[config.mk]
export PLATFORM = sky130hd
export DESIGN_NAME = framebuffer_line_rasterizer
export DESIGN_NICKNAME = d
export VERILOG_FILES = /design/src/design/fbl_pkg.sv /design/src/design/framebuffer_line_rasterizer.sv /design/src/design/fbl_front.sv /design/src/design/fbl_queue.sv /design/src/design/fbl_divider.sv /design/src/design/fbl_back.sv
export SDC_FILE = /design/constraint.sdc
export NUM_CORES = 1
export LEC_CHECK = 0
export BUFFER_PORTS_ARGS = -buffer_cell sky130_fd_sc_hd__buf_2
export CORE_MARGIN = 5
export CORE_UTILIZATION = 55
export CTS_BUF_LIST = sky130_fd_sc_hd__clkbuf_16
export DETAILED_ROUTE_END_ITERATION = 12
export HOLD_SLACK_MARGIN = 0.15
export MAX_ROUTING_LAYER = met4
export PLACE_DENSITY = 0.75
export SLEW_MARGIN = 5
export SYNTH_ARGS = -nofsm -noshare
export SYNTH_HDL_FRONTEND = slang
export SYNTH_SLANG_ARGS = --single-unit
[constraint.sdc]
create_clock -name clock -period 11.3 [get_ports clock]
set_input_delay 1.13 -clock clock [delete_from_list [all_inputs] [get_ports clock]]
set_output_delay 1.13 -clock clock [all_outputs]
set_load 0.01 [all_outputs]
[src/design/fbl_pkg.sv]
// Shared types, constants and codes for the framebuffer line rasterizer.
`timescale 1ns / 1ps

package fbl_pkg;

   // Field widths
   localparam int COORD_W   = 10;
   localparam int COLOUR_W  = 16;
   localparam int ADDR_W    = 32;
   localparam int REQ_W     = 4 * COORD_W + COLOUR_W;
   localparam int RSP_W     = ADDR_W + COLOUR_W;

   // Divider operand widths: |dx| * |dy| fits in 20 bits
   localparam int NUM_W     = 2 * COORD_W;
   localparam int DEN_W     = COORD_W;

   // Parameter defaults
   localparam int SCREEN_WIDTH_DEF = 480;
   localparam int PIXEL_BYTES_DEF  = 2;
   localparam int QUEUE_DEPTH_DEF  = 2;

   // Register map
   localparam int CSR_ADDR_W = 2;
   localparam logic [CSR_ADDR_W-1:0] CSR_FRAME_BASE = 2'd0;

   // Request opcodes
   localparam logic OP_LOAD = 1'b0;
   localparam logic OP_TICK = 1'b1;

   // Line sweep phase
   typedef enum logic [2:0] {
      PH_IDLE,
      PH_VERT,
      PH_HORZ,
      PH_GENX,
      PH_GENY
   } phase_type;

   // Back-end sequencer state
   typedef enum logic [2:0] {
      BK_WAIT,
      BK_SETUP,
      BK_DIV,
      BK_COORD,
      BK_EMIT
   } bk_state_type;

   // Classified command held in the queue
   typedef struct packed {
      logic                opcode;
      phase_type           phase;
      logic [COORD_W-1:0]  step;
      logic [COORD_W-1:0]  x_start;
      logic [COORD_W-1:0]  y_start;
      logic [COORD_W-1:0]  x_end;
      logic [COORD_W-1:0]  y_end;
      logic [COLOUR_W-1:0] colour;
   } fbl_cmd_type;

endpackage

[src/design/framebuffer_line_rasterizer.sv]
// Top level of the framebuffer line rasterizer: front end, queue, back end, CSR.
`timescale 1ns / 1ps

// A load beat (tuser = 0) stores two endpoints and a colour and starts a new
// line; each tick beat (tuser = 1) then yields one pixel write beat carrying
// the byte address frame_base + ((SCREEN_WIDTH - x) + y * SCREEN_WIDTH) *
// PIXEL_BYTES and the colour, with tlast on the final pixel. Ticks with no
// line in progress produce nothing. The front end takes one beat per cycle,
// while the queue has room, into a QUEUE_DEPTH-entry command queue; the back
// end drains it one command at a time. A load sets the line state, a tick
// on a vertical or horizontal line goes straight out, and a tick on a sloped
// line runs the 20-step radix-2 divider that interpolates the dependent
// coordinate. A finished pixel sits in an output register, so the back end
// keeps working while it waits to be taken. No clearing pass follows reset.
module framebuffer_line_rasterizer import fbl_pkg::*; #(
   parameter int SCREEN_WIDTH = SCREEN_WIDTH_DEF,   // 1 to 1024
   parameter int PIXEL_BYTES  = PIXEL_BYTES_DEF,    // 1 to 4
   parameter int QUEUE_DEPTH  = QUEUE_DEPTH_DEF     // 2 or more
) (
   input  logic                  clock,
   input  logic                  reset,
   // request stream
   input  logic                  req_tvalid,
   output logic                  req_tready,
   input  logic [REQ_W-1:0]      req_tdata,   // x_start, y_start, x_end, y_end, pen_colour
   input  logic                  req_tuser,   // opcode
   // pixel write stream
   output logic                  rsp_tvalid,
   input  logic                  rsp_tready,
   output logic [RSP_W-1:0]      rsp_tdata,   // pixel_address, pixel_colour
   output logic                  rsp_tlast,   // last_pixel
   // register port
   input  logic                  csr_psel,
   input  logic                  csr_penable,
   input  logic                  csr_pwrite,
   input  logic [CSR_ADDR_W-1:0] csr_paddr,
   input  logic [31:0]           csr_pwdata,
   output logic [31:0]           csr_prdata,
   output logic                  csr_pready
);

   logic [ADDR_W-1:0] frame_base_ff;
   logic              queue_full, push, pop, not_empty;
   fbl_cmd_type       push_cmd, pop_cmd;

   // Register port
   assign csr_pready = 1'b1;
   assign csr_prdata = (csr_paddr == CSR_FRAME_BASE) ? frame_base_ff : '0;

   always_ff @(posedge clock) begin
      if (reset) begin
         frame_base_ff <= '0;
      end else if (csr_psel && csr_penable && csr_pwrite && csr_pready &&
                   csr_paddr == CSR_FRAME_BASE) begin
         frame_base_ff <= csr_pwdata;
      end
   end

   fbl_front u_front (
      .req_tvalid (req_tvalid),
      .req_tready (req_tready),
      .req_tdata  (req_tdata),
      .req_tuser  (req_tuser),
      .queue_full (queue_full),
      .push       (push),
      .cmd        (push_cmd)
   );

   fbl_queue #(
      .DEPTH (QUEUE_DEPTH)
   ) u_queue (
      .clock     (clock),
      .reset     (reset),
      .push      (push),
      .push_data (push_cmd),
      .full      (queue_full),
      .pop       (pop),
      .pop_data  (pop_cmd),
      .not_empty (not_empty)
   );

   fbl_back #(
      .SCREEN_WIDTH (SCREEN_WIDTH),
      .PIXEL_BYTES  (PIXEL_BYTES)
   ) u_back (
      .clock      (clock),
      .reset      (reset),
      .cmd        (pop_cmd),
      .cmd_valid  (not_empty),
      .cmd_pop    (pop),
      .frame_base (frame_base_ff),
      .rsp_tvalid (rsp_tvalid),
      .rsp_tready (rsp_tready),
      .rsp_tdata  (rsp_tdata),
      .rsp_tlast  (rsp_tlast)
   );

endmodule

[src/design/fbl_front.sv]
// Front end: accepts request beats and classifies line commands.
`timescale 1ns / 1ps

module fbl_front import fbl_pkg::*; (
   input  logic             req_tvalid,
   output logic             req_tready,
   input  logic [REQ_W-1:0] req_tdata,   // x_start, y_start, x_end, y_end, pen_colour
   input  logic             req_tuser,   // opcode
   input  logic             queue_full,
   output logic             push,
   output fbl_cmd_type      cmd
);

   logic [COORD_W-1:0] x0, y0, xn, yn;

   assign x0 = req_tdata[COORD_W-1:0];
   assign y0 = req_tdata[2*COORD_W-1:COORD_W];
   assign xn = req_tdata[3*COORD_W-1:2*COORD_W];
   assign yn = req_tdata[4*COORD_W-1:3*COORD_W];

   assign req_tready = !queue_full;
   assign push       = req_tvalid && !queue_full;

   // Pick the sweep kind and its starting coordinate
   always_comb begin
      cmd.opcode  = req_tuser;
      cmd.x_start = x0;
      cmd.y_start = y0;
      cmd.x_end   = xn;
      cmd.y_end   = yn;
      cmd.colour  = req_tdata[REQ_W-1:4*COORD_W];
      if (req_tuser == OP_TICK) begin
         cmd.phase = PH_IDLE;
         cmd.step  = '0;
      end else if (x0 == xn) begin
         cmd.phase = PH_VERT;
         cmd.step  = (y0 < yn) ? y0 : yn;
      end else if (y0 == yn) begin
         cmd.phase = PH_HORZ;
         cmd.step  = (x0 < xn) ? x0 : xn;
      end else begin
         cmd.phase = PH_GENX;
         cmd.step  = (x0 < xn) ? x0 : xn;
      end
   end

endmodule

[src/design/fbl_queue.sv]
// Short command queue between front and back end.
`timescale 1ns / 1ps

module fbl_queue import fbl_pkg::*; #(
   parameter int DEPTH = QUEUE_DEPTH_DEF   // 2 or more
) (
   input  logic        clock,
   input  logic        reset,
   input  logic        push,
   input  fbl_cmd_type push_data,
   output logic        full,
   input  logic        pop,
   output fbl_cmd_type pop_data,
   output logic        not_empty
);

   localparam int PTR_W = $clog2(DEPTH);
   localparam int CNT_W = $clog2(DEPTH + 1);

   fbl_cmd_type          entry_ff [DEPTH];
   logic [PTR_W-1:0]     wr_ptr_ff, wr_ptr_in;
   logic [PTR_W-1:0]     rd_ptr_ff, rd_ptr_in;
   logic [CNT_W-1:0]     count_ff, count_in;
   logic                 do_push, do_pop;

   assign full      = (count_ff == CNT_W'(DEPTH));
   assign not_empty = (count_ff != '0);
   assign do_push   = push && !full;
   assign do_pop    = pop && not_empty;
   assign pop_data  = entry_ff[rd_ptr_ff];

   // Pointer and occupancy update
   always_comb begin
      wr_ptr_in = wr_ptr_ff;
      rd_ptr_in = rd_ptr_ff;
      count_in  = count_ff;
      if (do_push) begin
         wr_ptr_in = (wr_ptr_ff == PTR_W'(DEPTH - 1)) ? '0 : wr_ptr_ff + 1'b1;
      end
      if (do_pop) begin
         rd_ptr_in = (rd_ptr_ff == PTR_W'(DEPTH - 1)) ? '0 : rd_ptr_ff + 1'b1;
      end
      if (do_push && !do_pop) begin
         count_in = count_ff + 1'b1;
      end else if (do_pop && !do_push) begin
         count_in = count_ff - 1'b1;
      end
   end

   always_ff @(posedge clock) begin
      if (reset) begin
         wr_ptr_ff <= '0;
         rd_ptr_ff <= '0;
         count_ff  <= '0;
      end else begin
         wr_ptr_ff <= wr_ptr_in;
         rd_ptr_ff <= rd_ptr_in;
         count_ff  <= count_in;
      end
   end

   // Entry storage
   always_ff @(posedge clock) begin
      if (do_push) begin
         entry_ff[wr_ptr_ff] <= push_data;
      end
   end

endmodule

[src/design/fbl_divider.sv]
// Radix-2 restoring divider, unsigned magnitudes, one quotient bit per cycle.
`timescale 1ns / 1ps

module fbl_divider import fbl_pkg::*; (
   input  logic             clock,
   input  logic             reset,
   input  logic             start,
   input  logic [NUM_W-1:0] dividend,
   input  logic [DEN_W-1:0] divisor,
   output logic             done,
   output logic [NUM_W-1:0] quotient
);

   localparam int CNT_W = $clog2(NUM_W);

   logic               busy_ff, busy_in;
   logic               done_ff, done_in;
   logic [CNT_W-1:0]   count_ff, count_in;
   logic [DEN_W-1:0]   rem_ff, rem_in;
   logic [NUM_W-1:0]   quo_ff, quo_in;
   logic [DEN_W-1:0]   den_ff;
   logic [DEN_W:0]     shifted;
   logic [DEN_W+1:0]   trial;

   // One restoring step: shift in the next dividend bit, try subtract
   // (the remainder stays below the divisor, so it fits in DEN_W bits)
   assign shifted = {rem_ff, quo_ff[NUM_W-1]};
   assign trial   = {1'b0, shifted} - {2'b00, den_ff};

   always_comb begin
      busy_in  = busy_ff;
      done_in  = 1'b0;
      count_in = count_ff;
      rem_in   = rem_ff;
      quo_in   = quo_ff;
      if (start) begin
         busy_in  = 1'b1;
         count_in = '0;
         rem_in   = '0;
         quo_in   = dividend;
      end else if (busy_ff) begin
         if (trial[DEN_W+1]) begin
            rem_in = shifted[DEN_W-1:0];
            quo_in = {quo_ff[NUM_W-2:0], 1'b0};
         end else begin
            rem_in = trial[DEN_W-1:0];
            quo_in = {quo_ff[NUM_W-2:0], 1'b1};
         end
         count_in = count_ff + 1'b1;
         if (count_ff == CNT_W'(NUM_W - 1)) begin
            busy_in = 1'b0;
            done_in = 1'b1;
         end
      end
   end

   always_ff @(posedge clock) begin
      if (reset) begin
         busy_ff  <= 1'b0;
         done_ff  <= 1'b0;
         count_ff <= '0;
      end else begin
         busy_ff  <= busy_in;
         done_ff  <= done_in;
         count_ff <= count_in;
      end
   end

   always_ff @(posedge clock) begin
      rem_ff <= rem_in;
      quo_ff <= quo_in;
      if (start) begin
         den_ff <= divisor;
      end
   end

   assign done     = done_ff;
   assign quotient = quo_ff;

endmodule

[src/design/fbl_back.sv]
// Back end: line state, per-pixel interpolation and the result register.
`timescale 1ns / 1ps

module fbl_back import fbl_pkg::*; #(
   parameter int SCREEN_WIDTH = SCREEN_WIDTH_DEF,
   parameter int PIXEL_BYTES  = PIXEL_BYTES_DEF
) (
   input  logic              clock,
   input  logic              reset,
   input  fbl_cmd_type       cmd,
   input  logic              cmd_valid,
   output logic              cmd_pop,
   input  logic [ADDR_W-1:0] frame_base,
   output logic              rsp_tvalid,
   input  logic              rsp_tready,
   output logic [RSP_W-1:0]  rsp_tdata,
   output logic              rsp_tlast
);

   localparam logic [ADDR_W-1:0] SCREEN_W32 = ADDR_W'(SCREEN_WIDTH);
   localparam logic [ADDR_W-1:0] PIXEL_B32  = ADDR_W'(PIXEL_BYTES);

   bk_state_type state_ff, state_in;

   // Line state
   phase_type            phase_ff;
   logic [COORD_W-1:0]   step_ff;
   logic [COORD_W-1:0]   x0_ff, y0_ff, xn_ff, yn_ff;
   logic [COLOUR_W-1:0]  colour_ff;

   // Current pixel
   logic [COORD_W-1:0]   px_ff, py_ff;
   logic                 last_ff;
   logic                 solve_x_ff;     // sloped line, y sweep: x is interpolated
   logic                 quo_neg_ff;

   // Result register
   logic                 rsp_valid_ff;
   logic [ADDR_W-1:0]    rsp_addr_ff;
   logic [COLOUR_W-1:0]  rsp_colour_ff;
   logic                 rsp_last_ff;

   logic                 is_tick, is_straight, is_general, out_free, div_start, load_out;
   logic [COORD_W-1:0]   x_hi, y_hi, y_lo, sweep_top;
   logic                 at_top;
   logic signed [COORD_W:0]     pos_diff, dnum, dden;
   logic signed [2*COORD_W+1:0] prod;
   logic [2*COORD_W+1:0]        prod_mag;
   logic [COORD_W:0]            den_mag;
   logic                        div_done;
   logic [NUM_W-1:0]            div_quo;
   logic [COORD_W+1:0]          q_signed, coord_sum;
   logic [COORD_W-1:0]          coord_base;
   logic [ADDR_W-1:0]           pix_offset, pix_addr;

   assign is_tick     = (cmd.opcode == OP_TICK);
   assign is_straight = (phase_ff == PH_VERT) || (phase_ff == PH_HORZ);
   assign is_general  = (phase_ff == PH_GENX) || (phase_ff == PH_GENY);
   assign out_free    = !rsp_valid_ff || rsp_tready;

   // Next state
   always_comb begin
      state_in = state_ff;
      unique case (state_ff)
         BK_WAIT: begin
            if (cmd_valid && is_tick && is_straight) begin
               state_in = BK_EMIT;
            end else if (cmd_valid && is_tick && is_general) begin
               state_in = BK_SETUP;
            end
         end
         BK_SETUP: state_in = BK_DIV;
         BK_DIV: begin
            if (div_done) begin
               state_in = BK_COORD;
            end
         end
         BK_COORD: state_in = BK_EMIT;
         BK_EMIT: begin
            if (out_free) begin
               state_in = BK_WAIT;
            end
         end
         default: state_in = BK_WAIT;
      endcase
   end

   // State outputs
   always_comb begin
      cmd_pop   = 1'b0;
      div_start = 1'b0;
      load_out  = 1'b0;
      unique case (state_ff)
         BK_WAIT:  cmd_pop   = cmd_valid;
         BK_SETUP: div_start = 1'b1;
         BK_EMIT:  load_out  = out_free;
         default: ;
      endcase
   end

   always_ff @(posedge clock) begin
      if (reset) begin
         state_ff <= BK_WAIT;
      end else begin
         state_ff <= state_in;
      end
   end

   // Sweep limits
   assign x_hi      = (x0_ff > xn_ff) ? x0_ff : xn_ff;
   assign y_hi      = (y0_ff > yn_ff) ? y0_ff : yn_ff;
   assign y_lo      = (y0_ff < yn_ff) ? y0_ff : yn_ff;
   assign sweep_top = ((phase_ff == PH_VERT) || (phase_ff == PH_GENY)) ? y_hi : x_hi;
   assign at_top    = (step_ff >= sweep_top);

   // Line state: loads replace it, ticks advance the sweep
   always_ff @(posedge clock) begin
      if (reset) begin
         phase_ff <= PH_IDLE;
         step_ff  <= '0;
      end else if (cmd_pop) begin
         if (!is_tick) begin
            phase_ff <= cmd.phase;
            step_ff  <= cmd.step;
         end else begin
            unique case (phase_ff)
               PH_VERT, PH_HORZ, PH_GENY: begin
                  if (at_top) begin
                     phase_ff <= PH_IDLE;
                  end else begin
                     step_ff <= step_ff + 1'b1;
                  end
               end
               PH_GENX: begin
                  if (at_top) begin
                     phase_ff <= PH_GENY;
                     step_ff  <= y_lo;
                  end else begin
                     step_ff <= step_ff + 1'b1;
                  end
               end
               default: phase_ff <= PH_IDLE;
            endcase
         end
      end
   end

   // Endpoints, colour and the pixel being produced
   always_ff @(posedge clock) begin
      if (cmd_pop && !is_tick) begin
         x0_ff     <= cmd.x_start;
         y0_ff     <= cmd.y_start;
         xn_ff     <= cmd.x_end;
         yn_ff     <= cmd.y_end;
         colour_ff <= cmd.colour;
      end
      if (cmd_pop && is_tick) begin
         case (phase_ff)
            PH_VERT: begin
               px_ff   <= x0_ff;
               py_ff   <= step_ff;
               last_ff <= at_top;
            end
            PH_HORZ: begin
               px_ff   <= step_ff;
               py_ff   <= y0_ff;
               last_ff <= at_top;
            end
            PH_GENX: begin
               px_ff      <= step_ff;
               solve_x_ff <= 1'b0;
               last_ff    <= 1'b0;
            end
            PH_GENY: begin
               py_ff      <= step_ff;
               solve_x_ff <= 1'b1;
               last_ff    <= at_top;
            end
            default: ;
         endcase
      end
      if (state_ff == BK_SETUP) begin
         quo_neg_ff <= prod[2*COORD_W+1] ^ dden[COORD_W];
      end
      if (state_ff == BK_COORD) begin
         if (solve_x_ff) begin
            px_ff <= coord_sum[COORD_W-1:0];
         end else begin
            py_ff <= coord_sum[COORD_W-1:0];
         end
      end
   end

   // Numerator (pos - pbase) * dn and divisor dd, split into sign and magnitude
   assign pos_diff = solve_x_ff ? $signed({1'b0, py_ff} - {1'b0, y0_ff})
                                : $signed({1'b0, px_ff} - {1'b0, x0_ff});
   assign dnum     = solve_x_ff ? $signed({1'b0, xn_ff} - {1'b0, x0_ff})
                                : $signed({1'b0, yn_ff} - {1'b0, y0_ff});
   assign dden     = solve_x_ff ? $signed({1'b0, yn_ff} - {1'b0, y0_ff})
                                : $signed({1'b0, xn_ff} - {1'b0, x0_ff});
   assign prod     = pos_diff * dnum;
   assign prod_mag = prod[2*COORD_W+1] ? (2*COORD_W+2)'(-prod) : (2*COORD_W+2)'(prod);
   assign den_mag  = dden[COORD_W] ? (COORD_W+1)'(-dden) : (COORD_W+1)'(dden);

   fbl_divider u_divider (
      .clock    (clock),
      .reset    (reset),
      .start    (div_start),
      .dividend (prod_mag[NUM_W-1:0]),
      .divisor  (den_mag[DEN_W-1:0]),
      .done     (div_done),
      .quotient (div_quo)
   );

   // Truncated quotient, signed, added to the base endpoint
   assign q_signed   = quo_neg_ff ? (COORD_W+2)'(-{1'b0, div_quo[COORD_W:0]})
                                  : {1'b0, div_quo[COORD_W:0]};
   assign coord_base = solve_x_ff ? x0_ff : y0_ff;
   assign coord_sum  = {2'b00, coord_base} + q_signed;

   // Mirrored-x byte address, wrapping at 32 bits
   assign pix_offset = SCREEN_W32 - {{(ADDR_W-COORD_W){1'b0}}, px_ff}
                     + {{(ADDR_W-COORD_W){1'b0}}, py_ff} * SCREEN_W32;
   assign pix_addr   = frame_base + pix_offset * PIXEL_B32;

   // Result register
   always_ff @(posedge clock) begin
      if (reset) begin
         rsp_valid_ff <= 1'b0;
      end else if (load_out) begin
         rsp_valid_ff <= 1'b1;
      end else if (rsp_tready) begin
         rsp_valid_ff <= 1'b0;
      end
   end

   always_ff @(posedge clock) begin
      if (load_out) begin
         rsp_addr_ff   <= pix_addr;
         rsp_colour_ff <= colour_ff;
         rsp_last_ff   <= last_ff;
      end
   end

   assign rsp_tvalid = rsp_valid_ff;
   assign rsp_tdata  = {rsp_colour_ff, rsp_addr_ff};
   assign rsp_tlast  = rsp_last_ff;

endmodule
; Word-level counts from Yosys, hierarchy flattened
; Memory sizes are Yosys's and may differ from the RTL's. A register that Yosys moved wholly into a read port is not among the register bits.
; Index checks and enable logic that the tools add are counted.
[totals]
latchBits = 0
mem_bits_ro = 0
ff_bits = 228
memories = 1
mem_bits_rw = 140
[mem_list]
columns = memory, depth, width, rd, rd_ports_with_merged_regs, wr, line
row1 = u_queue.entry_ff, 2, 70, 1, 1, 1, fbl_queue.sv:20  ; fbl_cmd_type entry_ff [DEPTH];
[op_classes]
eq_ne = 19
n_addsub = 18
n_lt_le_gt_ge = 6
reduce_logical = 40
n_bitwise = 2
n_shift = 0
mux = 61
div = 0
n_mul = 2
[ops]
columns = operator, count
row1 = two-way mux 10 bit, 19
row2 = two-way mux 20 bit, 3
row3 = one-hot mux 10 bit (2 select lines), 3
row4 = two-way mux 11 bit, 4
row5 = subtractor 10 x 10 -> 11 bit, 4
row6 = adder 32 bit, 1
row7 = two-way mux 32 bit, 1
row8 = adder 31 x 19 -> 31 bit, 1
row9 = less-than comparator 10 bit, 3
row10 = two-way mux 13 bit, 2
row11 = multiplier 11 x 11 -> 22 bit, 1
row12 = two-way mux 3 bit, 7
row13 = equality test 10 bit, 2
row14 = greater-than comparator 10 bit, 2
row15 = negator 10 bit, 2
row16 = negator 20 bit, 1
row17 = two-way mux 1 bit, 16
row18 = one-hot mux 3 bit (5 select lines), 1
row19 = multiplier 10 x 4 -> 14 bit (second input constant), 1
row20 = logical AND 1 bit, 13
row21 = equality test 3 x 2 -> 1 bit (second input constant), 4
row22 = nonzero test 2 bit, 6
row23 = subtractor 11 x 10 -> 12 bit, 1
row24 = subtractor 9 x 10 -> 11 bit (first input constant), 1
row25 = 29 further kinds, 49

; Longest topological paths before layout
[depth]
ltp_word = 8
depth_mapped = 35
ltp_nobuf = 33

; Modules after synthesis
; From an unflattened synthesis, not the netlist that was laid out.
[hier_totals]
cells_unflattened = 2678
hier_area_um2 = 27622.7
[by_module_without_submodules]
columns = module, cells_per_inst, seq_area_each_um2, area_per_inst_um2, instances
row1 = fbl_back, 1870, 3983.8, 16961.3, 1
row2 = fbl_queue, 243, 4304.1, 5252.5, 1
row3 = fbl_divider, 194, 1241.2, 2298.5, 1
row4 = framebuffer_line_rasterizer, 178, 640.6, 1710.4, 1
row5 = fbl_front, 193, 0.0, 1400.1, 1

; Least setup slack after synthesis
; No wires, ideal clock.
[synth_path]
path_type = register to register
from = reg u_back.y0_ff[0]
to = reg u_back.u_divider.quo_ff[18], in the netlist u_back.u_divider.quotient[18], data pin
n_path_buf = 2
slack_ps = 3119
stages_incl_launch_ff = 33
synth_period_minus_slack_ps = 8181
setup_time_ps = 260
t_required_ps = 11040
arrival_time_ps = 7922
path_cell_list = edfxtp_1 ha_1 inv_1 fa_1 a21o_1 a21oi_1 o21ai_0 a21oi_1 o21ai_0 a2111oi_0 a21oi_1 o211ai_1 clkbuf_1 nand2_1 fa_1 inv_1 fa_1 fa_1 fa_1 inv_1 fa_1 inv_1 ha_1 a21oi_1 o21ai_0 a221oi_2 o311ai_2 a2111o_1 nand3_1 buf_6 a31oi_2 xnor2_1 mux2_2
[synth_between]
elab_chain_len = 6
[synth_lines]
columns = element, line
row1 = start: declaration, fbl_back.sv:28  ; logic [COORD_W-1:0] x0_ff, y0_ff, xn_ff, yn_ff;
row2 = start signal: assignment, fbl_back.sv:152  ; y0_ff <= cmd.y_start;
row3 = subtractor 10 x 10 -> 11 bit (on tied branches), "fbl_back.sv:195, fbl_back.sv:198"
row4 = two-way mux 11 bit (on tied branches), "fbl_back.sv:195, fbl_back.sv:197"
row5 = multiplier 11 x 11 -> 22 bit *, fbl_back.sv:201  ; assign prod = pos_diff * dnum;
row6 = negator 20 bit, fbl_back.sv:202  ; assign prod_mag = prod[2*COORD_W+1] ? (2*COORD_W+2)'(-prod) : (2*COORD_W+2)'(prod);
row7 = two-way mux 20 bit *, fbl_back.sv:202
row8 = two-way mux 20 bit *, fbl_divider.sv:36  ; if (start) begin
row9 = named net u_back.u_divider.quo_in[18], fbl_divider.sv:20  ; logic [NUM_W-1:0] quo_ff, quo_in;
row10 = end signal: assignment, fbl_divider.sv:71  ; quo_ff <= quo_in;
row11 = end: declaration, fbl_divider.sv:20
; The timed path passes the listed nets; every way through them passes the cells marked *.
; A chain may end at the register's enable or synchronous reset.

; Final worst setup path
; Ends and elaborated chain as after synthesis.

==> results by group <==
CTS
  – Number of H-tree levels: 2
  – CTS max path bufs: 3
  – Cts hold-fix bufs: 0
  – Num CTS Buffers: just over 40
  – CTS clk-pin slew, worst paths: about 0.060 ns
  – CTS tree: built
  – Post-CTS sizing: 0
  – Worst-Skew Late Latency: around 0.56 ns
  – # Post-CTS Setup Buffers: 0
  – Clock sinks: 367
  – Root buf cell: clkbuf_16

Yosys
  – Cells after Synth: about 2700
  – Post-Syn Area per Cell: 10.05 um2
  – Synth cell types: 79
  – Top post-synthesis cells by area: edfxtp_1, fa_1, ha_1, dfxtp_1, mux2_2
  – Largest area contributor in the netlist: edfxtp_1
  – Post-Syn Nets: slightly above 3000
  – Mapped cell area: ~27000 um2
  – Sequential share of the synthesized area: between 30% and 40%
  – Prevailing post-synth register cell: edfxtp_1
  – Ys async rst share: 0%
  – Share of the synthesized area in the top cell type: between 30% and 40%
  – Number of synthesized flops with an enable pin: about 280
  – Synth Register Bits: approximately 370
  – Warnings, synthesis: 0

Worst setup path
  – Worst EP required: about 12 ns
  – CP arrival: 9.90 ns
  – Max incr delay on CP: 0.63 ns
  – Crit. End Element: flop
  – Startpoint Class: flop
  – Slowest cell on the critical path: fa_1
  – CP dominant cell by count: fa_1
  – Crit-path max FO: 20
  – Setup CP Type: flop to flop

STA
  – Tcrit/Tclk final: between 80% and 90%
  – Clk_skew: around 0.014 ns
  – Least-Margin Pin Slew: approximately 1.2 ns
  – Minimum clock period: 9.598 ns
  – Fin. Hold Viols: 0
  – Max-slew headroom: about 16%
  – Fin Setup TNS: 0 ns
  – Final setup viols: 0
  – RSZ-0062 raised after global routing: no
  – Slew Viols, Final: 0
  – FMAX: about 100 MHz

Route
  – Ratio of routed vias to standard cells: 5.784
  – WL per Instance: between 15 and 20 um
  – Drt drc: 0
  – Antenna viol nets, final: 0
  – Routed vias: ~20000
  – Final WL: ~66000 um
  – Drt first-iter violations: around 1100
  – 1st-pass router iterations: 5

Finish
  – Share of layout cells above drive strength 1: 13.38%
  – Most frequent cells in the layout: inv_1, edfxtp_1, nand2_1
  – N_diodes: 0
  – Area growth syn-to-layout: 10.42%
  – Final instance area: 29600 um2
  – Most common cell after layout, fill and taps aside: inv_1
  – Total Nets Final: around 3300

Global routing
  – All-Layer GR Usage: between 20% and 30%
  – Largest net degree at the start of global routing: 75
  – Initial antenna violation count: 0
  – Global-route wire length before repair: 105200 um
  – Global route total overflow: 0
  – Vias in the first global route: approximately 20000

Die
  – Starting Density: 55.22%
  – I/O pins: 182
  – Std-Cell Rows: between 80 and 90
  – Core box area: 48550 um2
  – Die ar.: 53260 um2
  – Chip height: 230.8 um
  – Horiz. Die Dim: roughly 230 um

Place
  – Cell area after placement: 28240 um2
  – Hpwl dp: roughly 51000 um
  – IO buf count: 180
  – Placer Congestion: 0.9612

Min path
  – Hold/Removal Path Class: flop to flop

Job
  – Max-cap violations: 0

Outcome
  – Outcome: finished, final reports clean
==> final cells by class <==
class	instances	area [um2]
multi-input combinational	1924	15290
fill	4043	18940
timing repair buffer	197	1028
clock inverter	31	260.3
clock buffer	44	1101
sequential	367	10110
tap	622	778.2
inverter	276	1036
==> cell usage after synthesis, types with 11 or more instances <==
master and count:
a211oi_1 34, a21o_1 46, a21oi_1 174, a22oi_1 16
a31oi_1 18, and2_1 51, and3_1 16, clkbuf_1 84
dfxtp_1 91, edfxtp_1 276, fa_1 142, ha_1 205
inv_1 275, mux2_2 92, mux2i_1 47, nand2_1 221
nand2b_1 36, nand3_1 34, nand4_1 13, nor2_1 215
nor2b_1 34, nor3_1 26, nor4_1 11, o211ai_1 19
o21a_1 24, o21ai_0 127, o21bai_1 17, or3_1 11
xnor2_1 106, xor2_1 65
==> kinds of logic (layout without fill, tap and decap cells) <==
| group | Yosys count | in the layout | synth area share (%) |
|---|---|---|---|
| adder cells (fa/ha/maj) | 347 | 347 | 20.17 |
| AO/OA/AOI/OAI | 561 | 561 | 13.18 |
| multiplexers | 139 | 139 | 5.619 |
| AND/OR/NAND/NOR | 704 | 704 | 12.29 |
| flip-flops | 367 | 367 | 37.71 |
| XOR/XNOR | 172 | 172 | 5.671 |
| buffers and inverters | 376 | 548 | 5.349 |
| other | 1 | 1 | 0.01399 |
==> final timing paths <==
kind                  startpoint                       endpoint  slack [ns]  depth (start not counted)
max              u_back.y0_ff[0]  u_back.u_divider.quotient[18]        1.70                         30
min          u_back.colour_ff[9]        u_back.rsp_colour_ff[9]        0.42                          0
max reg2reg      u_back.y0_ff[0]  u_back.u_divider.quotient[18]        1.70                         30
min reg2reg  u_back.colour_ff[9]        u_back.rsp_colour_ff[9]        0.42                          0
==> sequential cells by signal, indices dropped and copies added (netlist names), 16 cells and up, named ones only <==
name and flops:
u_queue.entry_ff 138, frame_base_ff 32, u_back.rsp_addr_ff 32, u_back.u_divider.quotient 20, u_back.colour_ff 16, u_back.rsp_colour_ff 16
==> metrics by stage <==
stage	setup WS (ns)	hold slack [ns]	utilization, %	instances
6_report	1.702	0.4226	60.98	3461
5_1_grt	0.9434	0.4276	60.98	3461
4_1_cts	1.733	0.4227	60.97	3461
3_5_place_dp	1.765	0.4061	58.17	3386
3_3_place_gp	2.008	0.4016	58.17	3386
2_1_floorplan	3.119	0.4003	-	2667
==> routing by layer <==
metal	track usage (%)	wire [um]	part of all wire (%)
met1	32.33	28320	43
met2	42.13	32350	49
met3	2.976	3028	4.6
met4	7.058	1870	2.9
met5	-	0	0
==> critical path, delay by kind of cell, from the launching register on <==
family	cells	cell delay [ns]
mux	1	0.27
fa+ha+maj	8	3.70
buf+inv	4	0.31
compound gates	14	3.58
xor+xnor	1	0.09
simple gates	2	0.89
flops	1	0.50
Power is left out: the tool's default activity adds up to more than one toggle a clock period on the data nets, which glitch-free logic cannot reach.
